$ cat src/design/fralu_pkg.sv
// Package for the four-register ALU with wrap carry.
// Holds widths, command and operation codes, and the item and queue types.
// Used by every module of the block; depends on nothing.
package fralu_pkg;

  localparam int DataBits   = 8;
  localparam int ResBits    = 16;
  localparam int ValBits    = ((2 * DataBits > ResBits) ? 2 * DataBits : ResBits) + 1;
  localparam int WrapLimit  = 255;
  localparam int CntBits    = $clog2(DataBits + 1);
  localparam int QueueDepth = 2;
  localparam int QPtrBits   = $clog2(QueueDepth);
  localparam int QCntBits   = $clog2(QueueDepth + 1);

  localparam logic [1:0] CmdWrite   = 2'd0;
  localparam logic [1:0] CmdOperate = 2'd1;
  localparam logic [1:0] CmdReadReg = 2'd2;
  localparam logic [1:0] CmdReadRes = 2'd3;

  localparam logic [2:0] OpAdd = 3'd0;
  localparam logic [2:0] OpSub = 3'd1;
  localparam logic [2:0] OpMul = 3'd2;
  localparam logic [2:0] OpDiv = 3'd3;

  typedef logic [DataBits-1:0] operand_t;

  typedef enum logic [2:0] {
    K_WRITE,
    K_READ_REG,
    K_READ_RES,
    K_ADD,
    K_SUB,
    K_MUL,
    K_DIV,
    K_HOLD
  } kind_t;

  typedef struct packed {
    logic [1:0] cmd;
    logic [1:0] reg_index;
    logic [7:0] write_value;
    logic [2:0] first_sel;
    logic [2:0] second_sel;
    logic [2:0] op_code;
  } req_t;

  typedef struct packed {
    logic [15:0] read_data;
    logic        carry_out;
    logic        div_zero;
    logic        bad_request;
  } rsp_t;

  // Decoded item as it waits in the queue between front and back.
  typedef struct packed {
    kind_t      kind;
    logic [1:0] reg_index;
    logic [7:0] write_value;
    logic [1:0] a_idx;
    logic       a_ok;
    logic [1:0] b_idx;
    logic       b_ok;
    logic       bad;
  } entry_t;

  typedef struct packed {
    logic full;
    logic empty;
  } q_status_t;

endpackage

$ cat src/design/four_register_alu_with_wrap_carry_unit.sv
// Top level of the four-register ALU with wrap carry.
// Instantiates fralu_front, fralu_queue and fralu_back; depends on fralu_pkg.
//
// Each request item yields exactly one response item, in order. The front
// decodes items into a two-entry queue, so new items are taken while the back
// works or while a response waits in the output register. The back takes one
// item at a time: a register write goes straight to the output register, a
// register or result read passes the execute step, and add, subtract,
// multiply, divide by zero and an invalid operation pass the execute and
// adjust steps; a divide also runs the one-bit-a-cycle restoring divider
// between them. The back takes no new item until the output register is taken.
module four_register_alu_with_wrap_carry_unit (
  input  logic            clk,
  input  logic            rst,
  input  logic            req_valid,
  output logic            req_ready,
  input  fralu_pkg::req_t req,
  output logic            rsp_valid,
  input  logic            rsp_ready,
  output fralu_pkg::rsp_t rsp
);
  import fralu_pkg::*;

  q_status_t qstat;
  entry_t    wr_entry;
  entry_t    head;
  logic      push;
  logic      pop;

  fralu_front u_front (
    .req_valid (req_valid),
    .req_ready (req_ready),
    .req       (req),
    .qstat     (qstat),
    .push      (push),
    .entry     (wr_entry)
  );

  fralu_queue u_queue (
    .clk      (clk),
    .rst      (rst),
    .push     (push),
    .wr_entry (wr_entry),
    .pop      (pop),
    .head     (head),
    .status   (qstat)
  );

  fralu_back u_back (
    .clk       (clk),
    .rst       (rst),
    .qstat     (qstat),
    .head      (head),
    .pop       (pop),
    .rsp_valid (rsp_valid),
    .rsp_ready (rsp_ready),
    .rsp       (rsp)
  );

endmodule

$ cat src/design/fralu_front.sv
// Front end: accepts request items and classifies them into queue entries.
// Depends on fralu_pkg.
module fralu_front (
  input  logic                 req_valid,
  output logic                 req_ready,
  input  fralu_pkg::req_t      req,
  input  fralu_pkg::q_status_t qstat,
  output logic                 push,
  output fralu_pkg::entry_t    entry
);
  import fralu_pkg::*;

  logic op_bad;

  assign req_ready = !qstat.full;
  assign push      = req_valid && req_ready;

  always_comb begin
    entry             = '0;
    entry.reg_index   = req.reg_index;
    entry.write_value = req.write_value;
    // A selector of four or more is invalid and reads as zero.
    entry.a_idx       = req.first_sel[1:0];
    entry.a_ok        = !req.first_sel[2];
    entry.b_idx       = req.second_sel[1:0];
    entry.b_ok        = !req.second_sel[2];
    op_bad            = 1'b0;
    entry.kind        = K_HOLD;
    unique case (req.cmd)
      CmdWrite:   entry.kind = K_WRITE;
      CmdReadReg: entry.kind = K_READ_REG;
      CmdReadRes: entry.kind = K_READ_RES;
      CmdOperate: begin
        unique case (req.op_code)
          OpAdd:   entry.kind = K_ADD;
          OpSub:   entry.kind = K_SUB;
          OpMul:   entry.kind = K_MUL;
          OpDiv:   entry.kind = K_DIV;
          default: begin
            entry.kind = K_HOLD;
            op_bad     = 1'b1;
          end
        endcase
      end
      default: entry.kind = K_HOLD;
    endcase
    entry.bad = (req.cmd == CmdOperate) &&
                (op_bad || req.first_sel[2] || req.second_sel[2]);
  end

endmodule

$ cat src/design/fralu_queue.sv
// Short queue of decoded items between the front and the back.
// Depends on fralu_pkg.
module fralu_queue (
  input  logic                 clk,
  input  logic                 rst,
  input  logic                 push,
  input  fralu_pkg::entry_t    wr_entry,
  input  logic                 pop,
  output fralu_pkg::entry_t    head,
  output fralu_pkg::q_status_t status
);
  import fralu_pkg::*;

  entry_t              slots [QueueDepth];
  logic [QPtrBits-1:0] wr_ptr;
  logic [QPtrBits-1:0] rd_ptr;
  logic [QCntBits-1:0] count;

  assign head         = slots[rd_ptr];
  assign status.full  = (count == QCntBits'(QueueDepth));
  assign status.empty = (count == '0);

  always_ff @(posedge clk) begin
    if (push) begin
      slots[wr_ptr] <= wr_entry;
    end
  end

  always_ff @(posedge clk) begin
    if (rst) begin
      wr_ptr <= '0;
      rd_ptr <= '0;
      count  <= '0;
    end else begin
      if (push) begin
        wr_ptr <= (wr_ptr == QPtrBits'(QueueDepth - 1)) ? '0 : wr_ptr + 1'b1;
      end
      if (pop) begin
        rd_ptr <= (rd_ptr == QPtrBits'(QueueDepth - 1)) ? '0 : rd_ptr + 1'b1;
      end
      if (push && !pop) begin
        count <= count + 1'b1;
      end else if (pop && !push) begin
        count <= count - 1'b1;
      end
    end
  end

endmodule

$ cat src/design/fralu_back.sv
// Back end: operand registers, result and carry, arithmetic, iterative divider
// and the output register. Depends on fralu_pkg.
module fralu_back (
  input  logic                 clk,
  input  logic                 rst,
  input  fralu_pkg::q_status_t qstat,
  input  fralu_pkg::entry_t    head,
  output logic                 pop,
  output logic                 rsp_valid,
  input  logic                 rsp_ready,
  output fralu_pkg::rsp_t      rsp
);
  import fralu_pkg::*;

  typedef enum logic [3:0] {
    S_IDLE = 4'b0001,
    S_EXEC = 4'b0010,
    S_DIV  = 4'b0100,
    S_ADJ  = 4'b1000
  } bstate_t;

  bstate_t              state;
  entry_t               cur;
  operand_t             mem [4];
  logic [3:0]           vld;
  operand_t             rd1;
  operand_t             rd2;
  logic                 rd1_vld;
  logic                 rd2_vld;
  logic [ResBits-1:0]   result_reg;
  logic                 carry;
  logic [ValBits-1:0]   val;
  logic                 neg;
  logic                 dz;
  operand_t             quo;
  operand_t             rem;
  logic [CntBits-1:0]   cnt;

  operand_t             a;
  operand_t             b;
  logic [2*DataBits-1:0] prod;
  logic [DataBits:0]    trial;
  logic [ValBits-1:0]   adj_in;
  logic [ValBits-1:0]   adj_out;
  logic                 carry_next;
  logic [1:0]           addr1;
  rsp_t                 rsp_next;

  assign pop   = (state == S_IDLE) && !qstat.empty && !rsp_valid;
  assign addr1 = (head.kind == K_READ_REG) ? head.reg_index : head.a_idx;

  // Operand registers: one write port and two registered read ports. An entry
  // never written since reset reads as zero.
  always_ff @(posedge clk) begin
    if (pop && head.kind == K_WRITE) begin
      mem[head.reg_index] <= DataBits'(head.write_value);
    end
    if (pop) begin
      rd1     <= mem[addr1];
      rd2     <= mem[head.b_idx];
      rd1_vld <= vld[addr1];
      rd2_vld <= vld[head.b_idx];
    end
  end

  always_ff @(posedge clk) begin
    if (rst) begin
      vld <= '0;
    end else if (pop && head.kind == K_WRITE) begin
      vld[head.reg_index] <= 1'b1;
    end
  end

  assign a     = (rd1_vld && cur.a_ok) ? rd1 : '0;
  assign b     = (rd2_vld && cur.b_ok) ? rd2 : '0;
  assign prod  = (2*DataBits)'(a) * (2*DataBits)'(b);
  assign trial = {rem, quo[DataBits-1]};

  // The quotient is taken straight from the divider when it finishes.
  always_comb begin
    adj_in = (cur.kind == K_DIV && !dz) ? ValBits'(quo) : val;
    if (neg) begin
      adj_out    = ValBits'(WrapLimit) - val;
      carry_next = 1'b1;
    end else if (adj_in > ValBits'(WrapLimit)) begin
      adj_out    = adj_in - ValBits'(WrapLimit);
      carry_next = 1'b1;
    end else begin
      adj_out    = adj_in;
      carry_next = 1'b0;
    end
  end

  // Response fields for the current step; the adjust step carries the flags.
  always_comb begin
    rsp_next           = '0;
    rsp_next.carry_out = carry;
    if (state == S_EXEC) begin
      if (cur.kind == K_READ_REG) begin
        rsp_next.read_data = ResBits'(rd1_vld ? rd1 : '0);
      end else begin
        rsp_next.read_data = result_reg;
      end
    end
    if (state == S_ADJ) begin
      rsp_next.carry_out   = carry_next;
      rsp_next.div_zero    = dz;
      rsp_next.bad_request = cur.bad;
    end
  end

  always_ff @(posedge clk) begin
    if (pop) begin
      cur <= head;
    end
    if (state == S_EXEC) begin
      neg <= (cur.kind == K_SUB) && (a < b);
      dz  <= (cur.kind == K_DIV) && (b == '0);
      case (cur.kind)
        K_ADD: val <= ValBits'(a) + ValBits'(b);
        K_SUB: val <= (a < b) ? ValBits'(b - a) : ValBits'(a - b);
        K_MUL: val <= ValBits'(prod);
        K_DIV: begin
          if (b == '0) begin
            val <= ValBits'(result_reg);
          end
          quo <= a;
          rem <= '0;
          cnt <= '0;
        end
        default: val <= ValBits'(result_reg);
      endcase
    end
    if (state == S_DIV) begin
      if (trial >= {1'b0, b}) begin
        rem <= DataBits'(trial - {1'b0, b});
        quo <= {quo[DataBits-2:0], 1'b1};
      end else begin
        rem <= trial[DataBits-1:0];
        quo <= {quo[DataBits-2:0], 1'b0};
      end
      cnt <= cnt + 1'b1;
    end
    if (pop || state == S_EXEC || state == S_ADJ) begin
      rsp <= rsp_next;
    end
  end

  always_ff @(posedge clk) begin
    if (rst) begin
      state      <= S_IDLE;
      rsp_valid  <= 1'b0;
      result_reg <= '0;
      carry      <= 1'b0;
    end else begin
      if (rsp_valid && rsp_ready) begin
        rsp_valid <= 1'b0;
      end
      unique case (state)
        S_IDLE: begin
          if (pop) begin
            if (head.kind == K_WRITE) begin
              rsp_valid <= 1'b1;
            end else begin
              state <= S_EXEC;
            end
          end
        end
        S_EXEC: begin
          if (cur.kind == K_READ_REG || cur.kind == K_READ_RES) begin
            rsp_valid <= 1'b1;
            state     <= S_IDLE;
          end else if (cur.kind == K_DIV && b != '0) begin
            state <= S_DIV;
          end else begin
            state <= S_ADJ;
          end
        end
        S_DIV: begin
          if (cnt == CntBits'(DataBits - 1)) begin
            state <= S_ADJ;
          end
        end
        S_ADJ: begin
          result_reg <= ResBits'(adj_out);
          carry      <= carry_next;
          rsp_valid  <= 1'b1;
          state      <= S_IDLE;
        end
        default: state <= S_IDLE;
      endcase
    end
  end

  a_adj_delivers: assert property (@(posedge clk) disable iff (rst)
    (state == S_ADJ) |=> (rsp_valid && state == S_IDLE))
    else $error("operate item did not reach the output register");

  a_carry_only_on_adjust: assert property (@(posedge clk) disable iff (rst)
    !$past(state == S_ADJ) |-> ($stable(carry) && $stable(result_reg)))
    else $error("result or carry changed outside the adjust step");

  a_div_nonzero: assert property (@(posedge clk) disable iff (rst)
    (state == S_DIV) |-> (cur.kind == K_DIV && b != '0))
    else $error("divider running without a nonzero divide item");

endmodule
$ cat config.mk
export PLATFORM = sky130hd
export DESIGN_NAME = four_register_alu_with_wrap_carry_unit
export DESIGN_NICKNAME = d
export VERILOG_FILES = /design/src/design/fralu_pkg.sv /design/src/design/four_register_alu_with_wrap_carry_unit.sv /design/src/design/fralu_front.sv /design/src/design/fralu_queue.sv /design/src/design/fralu_back.sv
export SDC_FILE = /design/constraint.sdc
export NUM_CORES = 1
export LEC_CHECK = 0
export ABC_CLOCK_PERIOD_IN_PS = 7900
export BUFFER_PORTS_ARGS = -buffer_cell sky130_fd_sc_hd__buf_2
export CAP_MARGIN = 20
export CELL_PAD_IN_SITES_DETAIL_PLACEMENT = 0
export CELL_PAD_IN_SITES_GLOBAL_PLACEMENT = 1
export CORE_MARGIN = 2
export CORE_UTILIZATION = 51
export CTS_CLUSTER_DIAMETER = 100
export CTS_CLUSTER_SIZE = 12
export DETAILED_ROUTE_END_ITERATION = 12
export PLACE_DENSITY = 0.84
export SYNTH_ARGS = -nofsm -noshare
export SYNTH_HDL_FRONTEND = slang
export SYNTH_SLANG_ARGS = --single-unit
$ cat constraint.sdc
create_clock -name clk -period 7.9 [get_ports clk]
set_clock_uncertainty 0.2 [all_clocks]
set_input_delay 1.58 -clock clk [delete_from_list [all_inputs] [get_ports clk]]
set_output_delay 1.58 -clock clk [all_outputs]
set_load 0.05 [all_outputs]
# == Yosys cells after proc, flatten, opt, wreduce, memory -nomap -nowiden ==
# Memory sizes are Yosys's and may differ from the RTL's. A register that Yosys moved wholly into a read port is not among the register bits.
# Cells that the tools add are included.
# classes
n_addsub,11
n_mul,1
div_mod_pow,0
order_cmp,7
eq_ne,23
shift,0
mux,56
bitwise_logic,1
n_reduce_logical,41
# ops
cell,n
$mux W8,10
$pmux W17 S4,1
$mux W17,3
$mux W16,3
$mux W4,8
$pmux W3 S4,2
$mux W1,20
$sub A8 B8 Y9,2
$gt A17 B8 Y1 const B,1
$mul A8 B8 Y16,1
$sub A16 B8 Y16 const B,1
$sub A8 B16 Y16 const A,1
$logic_and A1 B1 Y1,15
$eq A3 B2 Y1 const B,4
$pmux W4 S3,1
$add A8 B8 Y9,1
$eq A3 B1 Y1 const B,3
$eq A3 B3 Y1 const B,3
$ge A9 B8 Y1,1
$lt A2 B3 Y1 const B,3
$eq A4 B3 Y1 const B,2
$logic_not A1 Y1,8
$logic_not A8 Y1,1
$lt A8 B8 Y1,1
other kinds (27),44
# totals
register_bits,96
latchBits,0
mem_bits_rw,72
romBits,0
input_bits,25
out_inout_bits,21
wordCells,166
mem_count,2
# memory_table
name,words,word_bits,read_ports,rd_clocked_by_memory_dff,wr,line,text
u_queue.slots,2,20,1,1,1,fralu_queue.sv:14,entry_t slots [QueueDepth];
u_back.mem,4,8,2,2,1,fralu_back.sv:24,operand_t mem [4];

# == Depth between registers and ports, before layout ==
# Gate-level depths: netlist (run 1).
# logic_depth
depth_word,7
ltp_mapped,21
mapped_depth_nobuf,20

# == Hierarchy ==
# A second synthesis (run 1) with hierarchy kept.
# hier_totals
cells_unflattened,1071
area_unflattened_um2,11656.2
# by_module_without_submodules
module,instances,cells_per_inst,area_per_inst_um2,seq_area_each_um2
fralu_back,1,959,9830.7,3943.8
fralu_queue,1,84,1644.1,1301.2
fralu_front,1,28,181.4,0.0

# == Worst setup path before layout (run 1) ==
# Ideal clock, no wire load.
# synth_path
path_kind,reg-to-reg
start,reg u_back.cur[1] (netlist name)
end,"reg u_back.val[15], data pin"
setup_ns,0.272
t_arrival_ns,5.035
t_required_ns,7.428
path_slack_ns,2.393
path_stages_with_launch,19
path_buffers,1
period_less_slack_ns,5.507
path_cell_list,edfxtp_1 -> nand3_1 -> clkbuf_1 -> inv_1 -> ha_1 -> fa_1 -> fa_1 -> fa_1 -> inv_1 -> fa_1 -> inv_1 -> ha_1 -> o21ai_0 -> nand2b_1 -> a21oi_1 -> a21oi_1 -> a31oi_1 -> nor3_1 -> or4b_1
# synth_between
elab_chain_cells,5
word_cells_on_any_way,8
classes_between,2 x add/sub; 1 x mul; 1 x order compare; 3 x mux; 1 x reduce/logical
# synth_lines
element,line,text
from (decl),fralu_back.sv:23,entry_t cur;
from (signal assigned),fralu_back.sv:114,cur <= head;
$logic_and A1 B1 Y1 (*),fralu_back.sv:75,assign b = (rd2_vld && cur.b_ok) ? rd2 : '0;
$mux W8 (*),fralu_back.sv:75,
"parallel branches: the longest is 2 deep, another holds $mul A8 B8 Y16",-,
$pmux W17 S4 (*),fralu_back.sv:119,case (cur.kind)
to (signal assigned),fralu_back.sv:120,K_ADD: val <= ValBits'(a) + ValBits'(b);
to (signal assigned),fralu_back.sv:121,K_SUB: val <= (a < b) ? ValBits'(b - a) : ValBits'(a - b);
to (signal assigned),fralu_back.sv:122,K_MUL: val <= ValBits'(prod);
to (decl),fralu_back.sv:32,logic [ValBits-1:0] val;
# Every way passes the cells marked *.
# A chain may end at the register's enable or synchronous reset.

# == Final worst setup path (run 1) ==
# Ends and elaborated chain as after synthesis.

==> impl_metrics.py, run 1 <==
metrics = {
    "setup_path": {
        "crit_required_ns": 7.87,
        "rr_worst_depth": 17,
        "crit_type": "flop to flop",
        "cp_slowest_cell": "nand3_1",
        "slowest_delay_ns": 0.66,
        "critPathBufInv": 3,
        "ff2ff_setup_slack_ns": 1.92,
        "cp_data_arrival_time_ns": 5.95,
        "cp_common_cell": "fa_1",
        "cp-start-kind": "flop",
        "crit_chain": "nand3_1 > inv_1 > ha_1 > fa_1 > fa_1 > fa_1 > inv_1 > fa_1 > inv_1 > ha_1 > o21ai_0 > nand2b_1 > a21oi_1 > a21oi_1 > a31oi_1 > nor3_1 > or4b_1",
        "crit_fanout": 16,
        "endpoint_kind": "flop",
        "reg2reg_to": "u_back.val[15]",
        "timing.rr.start": "u_back.cur[1]",
        "critPathTopFamily": "adder cells",
    },
    "sta": {
        "whs_ns": 0.304,
        "min_period_over_period": 0.757,
        "report.final.slew_viol_count": 0,
        "setup-tns-final_ns": 0,
        "fmax_mhz": 167,
        "slew_headroom": 0.327,
        "worst_pin_slew_ns": 1.01,
        "hold_viol": 0,
        "period_needed_ns": 5.98,
        "grt_setup_unrepaired": "no",
        "setup_viol_count_final": 0,
    },
    "synthesis": {
        "seq_area_frac_synth": 0.444,
        "synth_top_area_share": 0.391,
        "syn_area_um2": 11800,
        "netlist-cell-type-count": 81,
        "synth.area.top_cells": "edfxtp_1 39%, ha_1 7.5%, fa_1 6.8%, dfxtp_1 5.2%, nor2_1 3.8%",
        "ys_ff_latch": 185,
        "yosys_warnings": 0,
        "synthArstFlopShare": 0,
        "synth_flop_cell": "edfxtp_1",
        "postSynthAreaPerCell_um2": 10.7,
        "syn_inst": 1104,
        "synth_edf_count": 154,
        "synth_top_cell_by_area": "edfxtp_1",
        "syn_nets": 1240,
    },
    "floorplan": {
        "die_area_um2": 24400,
        "fp.dieW_um": 156,
        "ios": 46,
        "start_util": 0.521,
        "rows": 55,
        "die_h_um": 156,
        "core_um2": 22700,
    },
    "clocking": {
        "numCtsBuffers": 17,
        "holdBufCountCts": 0,
        "h-tree-depth": 4,
        "path_clk_slew_ns": 0.07,
        "cts_resized": 0,
        "clkSinkCount": 185,
        "cts_root_buf": "clkbuf_16",
        "post_cts_buffers": 0,
        "insertion_delay_ns": 0.44,
        "cts.path.max_buffers": 2,
        "cts_tree": "built",
    },
    "finish": {
        "diodes": 0,
        "synthToLayoutAreaGrowth_pct": 9.05,
        "top_register": "u_queue.slots",
        "final_cell_mix": "154 x edfxtp_1, 121 x nor2_1, 87 x nand2_1, 84 x inv_1, 71 x ha_1",
        "drive_gt1_frac": 0.131,
        "nNetsFinal": 1271,
        "largest_register_ff_count": 40,
        "largest_registers": "u_queue.slots x40, u_back.mem x32, u_back.rsp x19",
        "final_common_cell": "edfxtp_1",
    },
    "grt": {
        "track_usage": 0.248,
        "grt_pass1_wl_um": 46300,
        "first_global_vias": 8514,
        "grt_overflow": 0,
        "antenna_found_initial": 0,
        "grt_start_max_net_pins": 31,
    },
    "hold_path": {
        "hold_depth": 2,
        "holdPathEnd": "u_back.result_reg[2]",
        "hold_path_class": "flop to flop",
        "worstHoldStart": "u_back.result_reg[2]",
    },
    "placed_design": {
        "hpwl_um": 21400,
        "port_buffers": 45,
        "gp_congestion": 0.908,
    },
    "detailed_routing": {
        "wl_per_cell_um": 19.9,
        "ant_nets": 0,
        "drtPass1Iterations": 5,
        "viasPerCell": 5.96,
        "wl_um": 28500,
        "vias": 8545,
        "post-route-drc-count": 0,
        "drt_iter0_drc": 692,
    },
    "pwr": {
        "powerDensity_nw_per_um2": 331,
        "leakage_nw": 5.18,
        "p_total_w": 0.00427,
        "ir_worst_vdd_mv": 0.211,
    },
    "run": {
        "max_cap_violations": 0,
    },
    "outcome": {
        "outcome": "finished, final reports clean",
    },
}
cell usage after synthesis, drive strengths merged (8+ instances only):
| master | n |
|---|---|
| or2 | 9 |
| a21oi | 69 |
| inv | 85 |
| nor2b | 9 |
| dfxtp | 31 |
| and3 | 19 |
| fa | 40 |
| o21ai | 45 |
| nand2 | 87 |
| mux2i | 12 |
| mux4 | 18 |
| mux2 | 19 |
| ha | 71 |
| nor3 | 29 |
| clkbuf | 37 |
| or3 | 8 |
| a211oi | 17 |
| xor2 | 17 |
| a31oi | 8 |
| nor2 | 121 |
| xnor2 | 19 |
| o211ai | 8 |
| nand2b | 15 |
| edfxtp | 154 |
| a21o | 20 |
| nand3 | 23 |
metrics by stage:
| stage | std cells | utilization | setup slack (ns) | area [um^2] |
|---|---|---|---|---|
| after floorplan | 1104 | - | 2.39 | 11800 |
| after global placement | 1398 | 0.541 | 2.10 | 12300 |
| after detailed placement | 1398 | 0.541 | 1.97 | 12300 |
| after CTS | 1430 | 0.567 | 1.95 | 12900 |
| after global routing | 1433 | 0.568 | 1.52 | 12900 |
| final | 1433 | 0.568 | 1.92 | 12900 |
logic make-up after synthesis:
group | after synthesis | share of synthesized area
and+or+nand+nor | 358 | 0.145
muxes | 49 | 0.0632
AOI/OAI and AO/OA | 235 | 0.134
xor gates and xnor gates | 36 | 0.0273
buffers and inverters | 129 | 0.0429
adders and majority gates | 112 | 0.144
DFF | 185 | 0.444
worst max-delay path by stage:
stage / start / to / slack (ns) / cells past startpoint
floorplan: u_back.cur[1] / u_back.val[15] / 2.39 / 18
global placement: u_back.cur[1] / u_back.val[15] / 2.10 / 17
detailed placement: u_back.cur[1] / u_back.val[15] / 1.97 / 17
CTS: u_back.cur[1] / u_back.val[15] / 1.95 / 17
global route: u_back.cur[1] / u_back.val[15] / 1.52 / 17
finish: u_back.cur[1] / u_back.val[15] / 1.92 / 17
tightest hold or removal path, delay by kind of cell (launching register included):
family / cells / cell delay (ns)
compound gates: 1 / 0.05
simple gates: 1 / 0.06
flops: 1 / 0.34
final cells by class:
| type | count | area [um^2] |
|---|---|---|
| Clock buffer | 21 | 472 |
| Clock inverter | 11 | 104 |
| Fill cell | 1909 | 9810 |
| Inverter | 86 | 323 |
| Multi-Input combinational cell | 790 | 6090 |
| Sequential cell | 185 | 5250 |
| Tap cell | 285 | 357 |
| Timing Repair Buffer | 55 | 305 |
layer usage:
layer  vias to the layer above  track usage  share of wire
met5                         -            0              0
met4                         0       0.0795          0.022
met3                        40       0.0388          0.037
met2                       216        0.433           0.51
met1                      4203        0.316           0.43
li1                       4086            -              -
power breakdown:
group | total, W | leakage, nW | switching [W] | internal [W]
clock | 0.000842 | 0.286 | 0.000399 | 0.000443
combinational | 0.00195 | 3.23 | 0.00127 | 0.000681
sequential | 0.00148 | 1.66 | 0.000140 | 0.00134
Power figures use the tool's default switching activity.
==> run 2, diff against run 1 <==
ABC_AREA = 1   (was unset)
ABC_CLOCK_PERIOD_IN_PS = 5600   (was 7900)
CORE_UTILIZATION = 49   (was 51)
PLACE_DENSITY = 0.85   (was 0.84)
clock period = 5.6 ns   (was 7.9 ns; I/O delays follow)
==> impl_metrics.py, run 2 <==
metrics = {
    "setup_path": {
        "crit_fanout": 7,
        "endpoint_kind": "flop",
        "cp_data_arrival_time_ns": 5.23,
        "crit_type": "flop to flop",
        "crit_required_ns": 5.59,
        "cp-start-kind": "flop",
    },
    "sta": {
        "setup_viol_count_final": 0,
        "period_needed_ns": 5.24,
        "min_period_over_period": 0.936,
        "worst_pin_slew_ns": 0.932,
        "slew_headroom": 0.377,
        "whs_ns": 0.282,
        "grt_setup_unrepaired": "no",
        "setup-tns-final_ns": 0,
        "fmax_mhz": 191,
        "hold_viol": 0,
        "report.final.slew_viol_count": 0,
    },
    "detailed_routing": {
        "wl_um": 30300,
        "ant_nets": 0,
        "drtPass1Iterations": 7,
        "post-route-drc-count": 0,
        "viasPerCell": 5.35,
        "drt_iter0_drc": 755,
        "wl_per_cell_um": 17.2,
        "vias": 9431,
    },
    "synthesis": {
        "synth.area.top_cells": "edfxtp_1 39%, nand2_1 9.1%, ha_1 7.4%, fa_1 6.7%, nor2_1 5.4%",
        "syn_inst": 1372,
        "seq_area_frac_synth": 0.440,
        "synthArstFlopShare": 0,
        "synth_top_cell_by_area": "edfxtp_1",
        "syn_area_um2": 11900,
        "synth_top_area_share": 0.388,
        "synth_flop_cell": "edfxtp_1",
        "netlist-cell-type-count": 51,
        "yosys-top-cells-count": "289 x nand2_1, 173 x nor2_1, 172 x inv_1",
        "ys_ff_latch": 185,
        "syn_nets": 1508,
        "synth_edf_count": 154,
        "postSynthAreaPerCell_um2": 8.69,
        "synth_most_common_cell": "nand2_1",
        "yosys_warnings": 0,
    },
    "placed_design": {
        "gp_congestion": 0.926,
        "place_area_um2": 12600,
        "hpwl_um": 23700,
        "port_buffers": 45,
    },
    "pwr": {
        "sw_frac_of_total": 0.462,
        "leakage_nw": 5.76,
        "powerDensity_nw_per_um2": 482,
        "p_comb_frac": 0.472,
        "ir_worst_vdd_mv": 0.362,
        "p_switching_w": 0.00295,
        "p_total_w": 0.00639,
        "power_frac_seq": 0.324,
        "p_int_w": 0.00344,
        "pwr-share-clk": 0.205,
    },
    "grt": {
        "track_usage": 0.245,
        "grt_overflow": 0,
        "antenna_found_initial": 0,
        "first_global_vias": 9156,
        "grt_pass1_wl_um": 48600,
        "use_met3": 0.0374,
        "grt_util_met1": 0.328,
        "grt.busiest_layer": "met2",
        "use_met2": 0.406,
        "grt_start_max_net_pins": 28,
    },
    "hold_path": {
        "hold_path_class": "flop to flop",
    },
    "finish": {
        "final_common_cell": "nand2_1",
        "largest_registers": "u_queue.slots x40, u_back.mem x32, u_back.rsp x19",
        "drive_gt1_frac": 0.108,
        "final_cell_mix": "289 x nand2_1, 173 x nor2_1, 172 x inv_1, 154 x edfxtp_1, 91 x o21ai_0",
        "top_register": "u_queue.slots",
        "nNetsFinal": 1563,
        "synthToLayoutAreaGrowth_pct": 11.0,
        "stdcell_area_um2": 13200,
        "largest_register_ff_count": 40,
        "diodes": 0,
    },
    "clocking": {
        "cts.path.max_buffers": 2,
        "clkSinkCount": 185,
        "h-tree-depth": 4,
        "path_clk_slew_ns": 0.08,
        "post_cts_buffers": 0,
        "numCtsBuffers": 17,
        "cts_tree": "built",
        "cts_root_buf": "clkbuf_16",
        "insertion_delay_ns": 0.45,
    },
    "outcome": {
        "outcome": "finished, final reports clean",
    },
    "floorplan": {
        "die_h_um": 160,
        "start_util": 0.495,
        "rows": 57,
        "die_area_um2": 25600,
        "fp.dieW_um": 160,
        "ios": 46,
        "core_um2": 24100,
    },
    "run": {
        "max_cap_violations": 0,
    },
}
## run 2: layout make-up
| cell class | count | area (um^2) |
|---|---|---|
| clock inverters | 15 | 224 |
| well taps | 324 | 405 |
| clock buffers | 17 | 425 |
| flip-flops and latches | 185 | 5250 |
| repair buffers | 69 | 417 |
| fillers | 2240 | 10900 |
| multi-input cells | 969 | 5830 |
| inverters | 185 | 694 |
## run 2: layer usage
metal,wire length (um),part of all wire
met5,0,0
met4,993,0.033
met1,13400,0.44
met3,1720,0.057
met2,14200,0.47
## run 2: final timing paths
check,depth (start not counted),end,slack [ns],startpoint
min reg2reg,2,u_back.result_reg[13],0.28,u_back.result_reg[13]
min,2,u_back.result_reg[13],0.28,u_back.result_reg[13]
max,21,u_back.val[15],0.36,u_back.rd2_vld
max reg2reg,21,u_back.val[15],0.36,u_back.rd2_vld
## run 2: per-stage QoR
step           setup WS, ns  utilization  instances
2_1_floorplan         0.587            -       1372
4_1_cts               0.335        0.549       1764
3_3_place_gp          0.398        0.521       1730
5_1_grt              0.0551        0.549       1764
3_5_place_dp          0.335        0.522       1732
6_report              0.361        0.549       1764
## run 2: worst max-delay path, stage by stage, from the launching register on
cell and delay, ns:
edfxtp_1 0.36, nand2_1 0.10, inv_2 0.07, nand2_1 0.23, inv_1 0.15, ha_1 0.26
fa_1 0.48, ha_1 0.29, inv_1 0.05, fa_1 0.50, fa_1 0.55, inv_1 0.04
ha_1 0.35, inv_1 0.06, o31ai_1 0.36, inv_1 0.10, o21ai_1 0.22, nand3_1 0.15
o21ai_0 0.24, nand2_1 0.09, nand2_1 0.07, nand3_1 0.05
## run 2: power by group through the flow
stage | registers, W | logic [W] | clock network, W
floorplan | 0.00226 | 0.00198 | 0
global placement | 0.00209 | 0.00297 | 0
detailed placement | 0.00210 | 0.00298 | 0
CTS | 0.00207 | 0.00300 | 0.00132
global route | 0.00210 | 0.00336 | 0.00137
finish | 0.00207 | 0.00301 | 0.00131
## run 2: what timing repair did
item                                    in CTS  in global routing
endpoints found under the setup margin       0                  1
endpoints found under the hold margin        0                  0
gates resized for setup                      0                  1
hold buffers                                 0                  0
## run 2: logic make-up (layout without fill, tap and decap cells)
logic type	count (synthesis)	after routing	share of synthesized area
multiplexers	1	1	0.000839
AO/OA/AOI/OAI	231	231	0.110
adder cells (fa/ha/maj)	111	111	0.142
AND/OR/NAND/NOR	594	594	0.212
XOR/XNOR	32	32	0.0241
buffers and inverters	218	286	0.0717
flip-flops	185	185	0.440
==> run 3, diff against run 2 <==
ABC_CLOCK_PERIOD_IN_PS = 4800   (was 5600)
CORE_ASPECT_RATIO = 1.1   (was unset)
CORE_UTILIZATION = 44   (was 49)
PLACE_DENSITY = 0.8   (was 0.85)
SYNTH_HIERARCHICAL = 1   (was unset)
clock period = 4.8 ns   (was 5.6 ns; I/O delays follow)
==> impl_metrics.py, run 3 <==
metrics = {
    "grt": {
        "grt_start_max_net_pins": 28,
        "first_global_vias": 9178,
        "grt_pass1_wl_um": 47500,
        "antenna_found_initial": 0,
        "grt_overflow": 0,
        "track_usage": 0.214,
    },
    "detailed_routing": {
        "vias": 9343,
        "ant_nets": 0,
        "drt_iter0_drc": 557,
        "viasPerCell": 5.22,
        "wl_per_cell_um": 16.6,
        "drtPass1Iterations": 5,
        "post-route-drc-count": 0,
        "wl_um": 29700,
    },
    "floorplan": {
        "rows": 63,
        "fp.dieW_um": 161,
        "die_h_um": 177,
        "ios": 46,
        "die_area_um2": 28600,
        "core_um2": 26900,
        "start_util": 0.446,
    },
    "clocking": {
        "h-tree-depth": 4,
        "insertion_delay_ns": 0.44,
        "cts_tree": "built",
        "path_clk_slew_ns": 0.08,
        "clkSinkCount": 185,
        "numCtsBuffers": 17,
        "cts.path.max_buffers": 2,
        "cts_root_buf": "clkbuf_16",
    },
    "finish": {
        "n_fill_cell": 2484,
        "diodes": 0,
        "nNetsFinal": 1556,
        "synthToLayoutAreaGrowth_pct": 15.5,
        "drive_gt1_frac": 0.189,
        "largest_register_ff_count": 40,
        "top_register": "u_queue/slots",
        "final_common_cell": "nand2_1",
        "final_cell_mix": "184 x nand2_1, 170 x inv_1, 165 x nor2_1, 154 x edfxtp_1, 108 x o21ai_0",
        "fin_cells": 1789,
        "largest_registers": "u_queue/slots x40, u_back/mem x32, u_back/rsp x19",
    },
    "hold_path": {
        "holdPathEnd": "u_back/result_reg[13]",
        "worstHoldStart": "u_back/result_reg[13]",
        "hold_path_class": "flop to flop",
        "hold_depth": 2,
    },
    "synthesis": {
        "syn_area_um2": 12000,
        "ys_ff_latch": 185,
        "syn_nets": 1458,
        "synthArstFlopShare": 0,
        "syn_inst": 1321,
        "synth_top_area_share": 0.385,
        "yosys-top-cells-count": "200 x nand2_1, 174 x nor2_1, 172 x inv_1",
        "seq_area_frac_synth": 0.437,
        "synth_top_cell_by_area": "edfxtp_1",
        "yosys_warnings": 6,
        "synth_most_common_cell": "nand2_1",
        "synth_edf_count": 154,
        "netlist-cell-type-count": 54,
        "synth.area.top_cells": "edfxtp_1 39%, ha_1 7.5%, fa_1 6.7%, nand2_1 6.3%, nor2_1 5.4%",
        "synth_flop_cell": "edfxtp_1",
        "postSynthAreaPerCell_um2": 9.08,
    },
    "setup_path": {
        "crit_chain": "nand2_2 > clkinv_4 > nand2_4 > inv_1 > nand2_2 > fa_1 > fa_1 > inv_1 > fa_1 > inv_1 > fa_1 > inv_1 > ha_4 > nand2_1 > nor2_2 > a21oi_4 > o21ai_2 > a21oi_2 > o21ai_1 > a22oi_1",
        "crit_required_ns": 4.80,
        "rr_worst_depth": 20,
        "crit_type": "flop to flop",
        "cp-start-kind": "flop",
        "slowest_delay_ns": 0.53,
        "reg2reg_to": "u_back/val[12]",
        "crit_fanout": 8,
        "timing.rr.start": "u_back/rd1_vld",
        "cp_data_arrival_time_ns": 4.57,
        "ff2ff_setup_slack_ns": 0.23,
        "endpoint_kind": "flop",
        "critPathTopFamily": "adder cells",
        "cp_slowest_cell": "fa_1",
        "critPathBufInv": 5,
    },
    "sta": {
        "worst_pin_slew_ns": 0.820,
        "hold_viol": 0,
        "fmax_mhz": 219,
        "period_needed_ns": 4.57,
        "report.final.slew_viol_count": 0,
        "slew_headroom": 0.449,
        "min_period_over_period": 0.952,
        "setup_viol_count_final": 0,
    },
    "run": {
        "max_cap_violations": 0,
    },
    "pwr": {
        "ir_worst_vdd_mv": 0.293,
        "leakage_nw": 6.00,
        "powerDensity_nw_per_um2": 530,
        "p_total_w": 0.00734,
    },
    "placed_design": {
        "gp_congestion": 0.906,
        "placedCellCount": 1756,
        "hpwl_um": 22900,
        "port_buffers": 45,
    },
    "outcome": {
        "outcome": "finished, final reports clean",
    },
}
run 3: changes by cell type after synthesis, sizes merged, moves of 5 or more:
cell / before / now
a21oi: 80 / 85
buf: 14 / 23
nand2: 299 / 209
o21ai: 100 / 124
nand3: 61 / 49
o21bai: 6 / 1
a32oi: 9 / 0
or2: 13 / 5
mux2: 0 / 20
o22ai: 10 / 18
run 3: per-stage QoR:
step / worst slack [ns] / setup TNS [ns] / hold slack, ns / utilization / instance area [um^2]
after floorplan: 0.0161 / 0 / 0.245 / - / 12000
after global placement: 0.0580 / 0 / 0.257 / 0.484 / 13000
after detailed placement: -0.0476 / -0.106 / 0.265 / 0.484 / 13000
after CTS: -0.0121 / -0.0121 / 0.276 / 0.505 / 13600
after global routing: -0.0347 / -0.0347 / 0.295 / 0.515 / 13900
final: 0.230 / 0 / 0.274 / 0.515 / 13900
run 3: metal layers:
metal,wire length (um),track usage,vias to the layer above
met2,15300,0.392,214
met4,1160,0.0818,0
met1,12300,0.253,4422
met3,1040,0.0319,68
li1,-,-,4639
met5,0,0,-
run 3: logic make-up (layout without fill, tap and decap cells):
family | Yosys count | in the layout | synth area share
DFF | 185 | 185 | 0.437
adders and majority gates | 112 | 112 | 0.142
and+or+nand+nor | 489 | 489 | 0.176
xor gates and xnor gates | 29 | 29 | 0.0212
buffers and inverters | 227 | 338 | 0.0787
AOI/OAI and AO/OA | 259 | 259 | 0.120
muxes | 20 | 20 | 0.0250
run 3: what timing repair did:
action / in CTS / in global routing
endpoints found under the setup margin: 5 / 9
pin swaps: 0 / 20
gates resized for setup: 2 / 75
setup buffers: 0 / 1
hold buffers: 0 / 0
run 3: how the worst max path moves through the flow:
stage	depth (start not counted)	end	start	slack [ns]
2_1_floorplan	21	u_back/val[14]	u_back/rd1_vld	0.02
3_3_place_gp	19	u_back/val[15]	u_back/rd1_vld	0.06
3_5_place_dp	19	u_back/val[15]	u_back/rd1_vld	-0.05
4_1_cts	19	u_back/val[12]	u_back/cur[1]	-0.01
5_1_grt	19	u_back/val[13]	u_back/rd1_vld	-0.03
6_report	20	u_back/val[12]	u_back/rd1_vld	0.23
run 3: worst min-delay path, delay by kind of cell, from the launching register on:
kind / cells / cell delay [ns]
AOI/OAI and AO/OA: 1 / 0.05
DFF: 1 / 0.32
and+or+nand+nor: 1 / 0.06
run 3: final cells by class:
cell class                      instances  area, um^2  area share
Sequential cell                       185        5250       0.379
Clock buffer                           17         425      0.0307
Multi-Input combinational cell        909        6080       0.439
Inverter                              183         694      0.0501
Timing Repair Buffer                  123         815      0.0588
Clock inverter                         15         153      0.0110
Tap cell                              357         447      0.0322
run 3: where the power goes:
part	leakage, nW	internal [W]	switching (W)
registers	1.66	0.00218	0.000175
clock network	0.280	0.000695	0.000687
logic	4.05	0.00123	0.00238
total	6.00	0.00410	0.00324
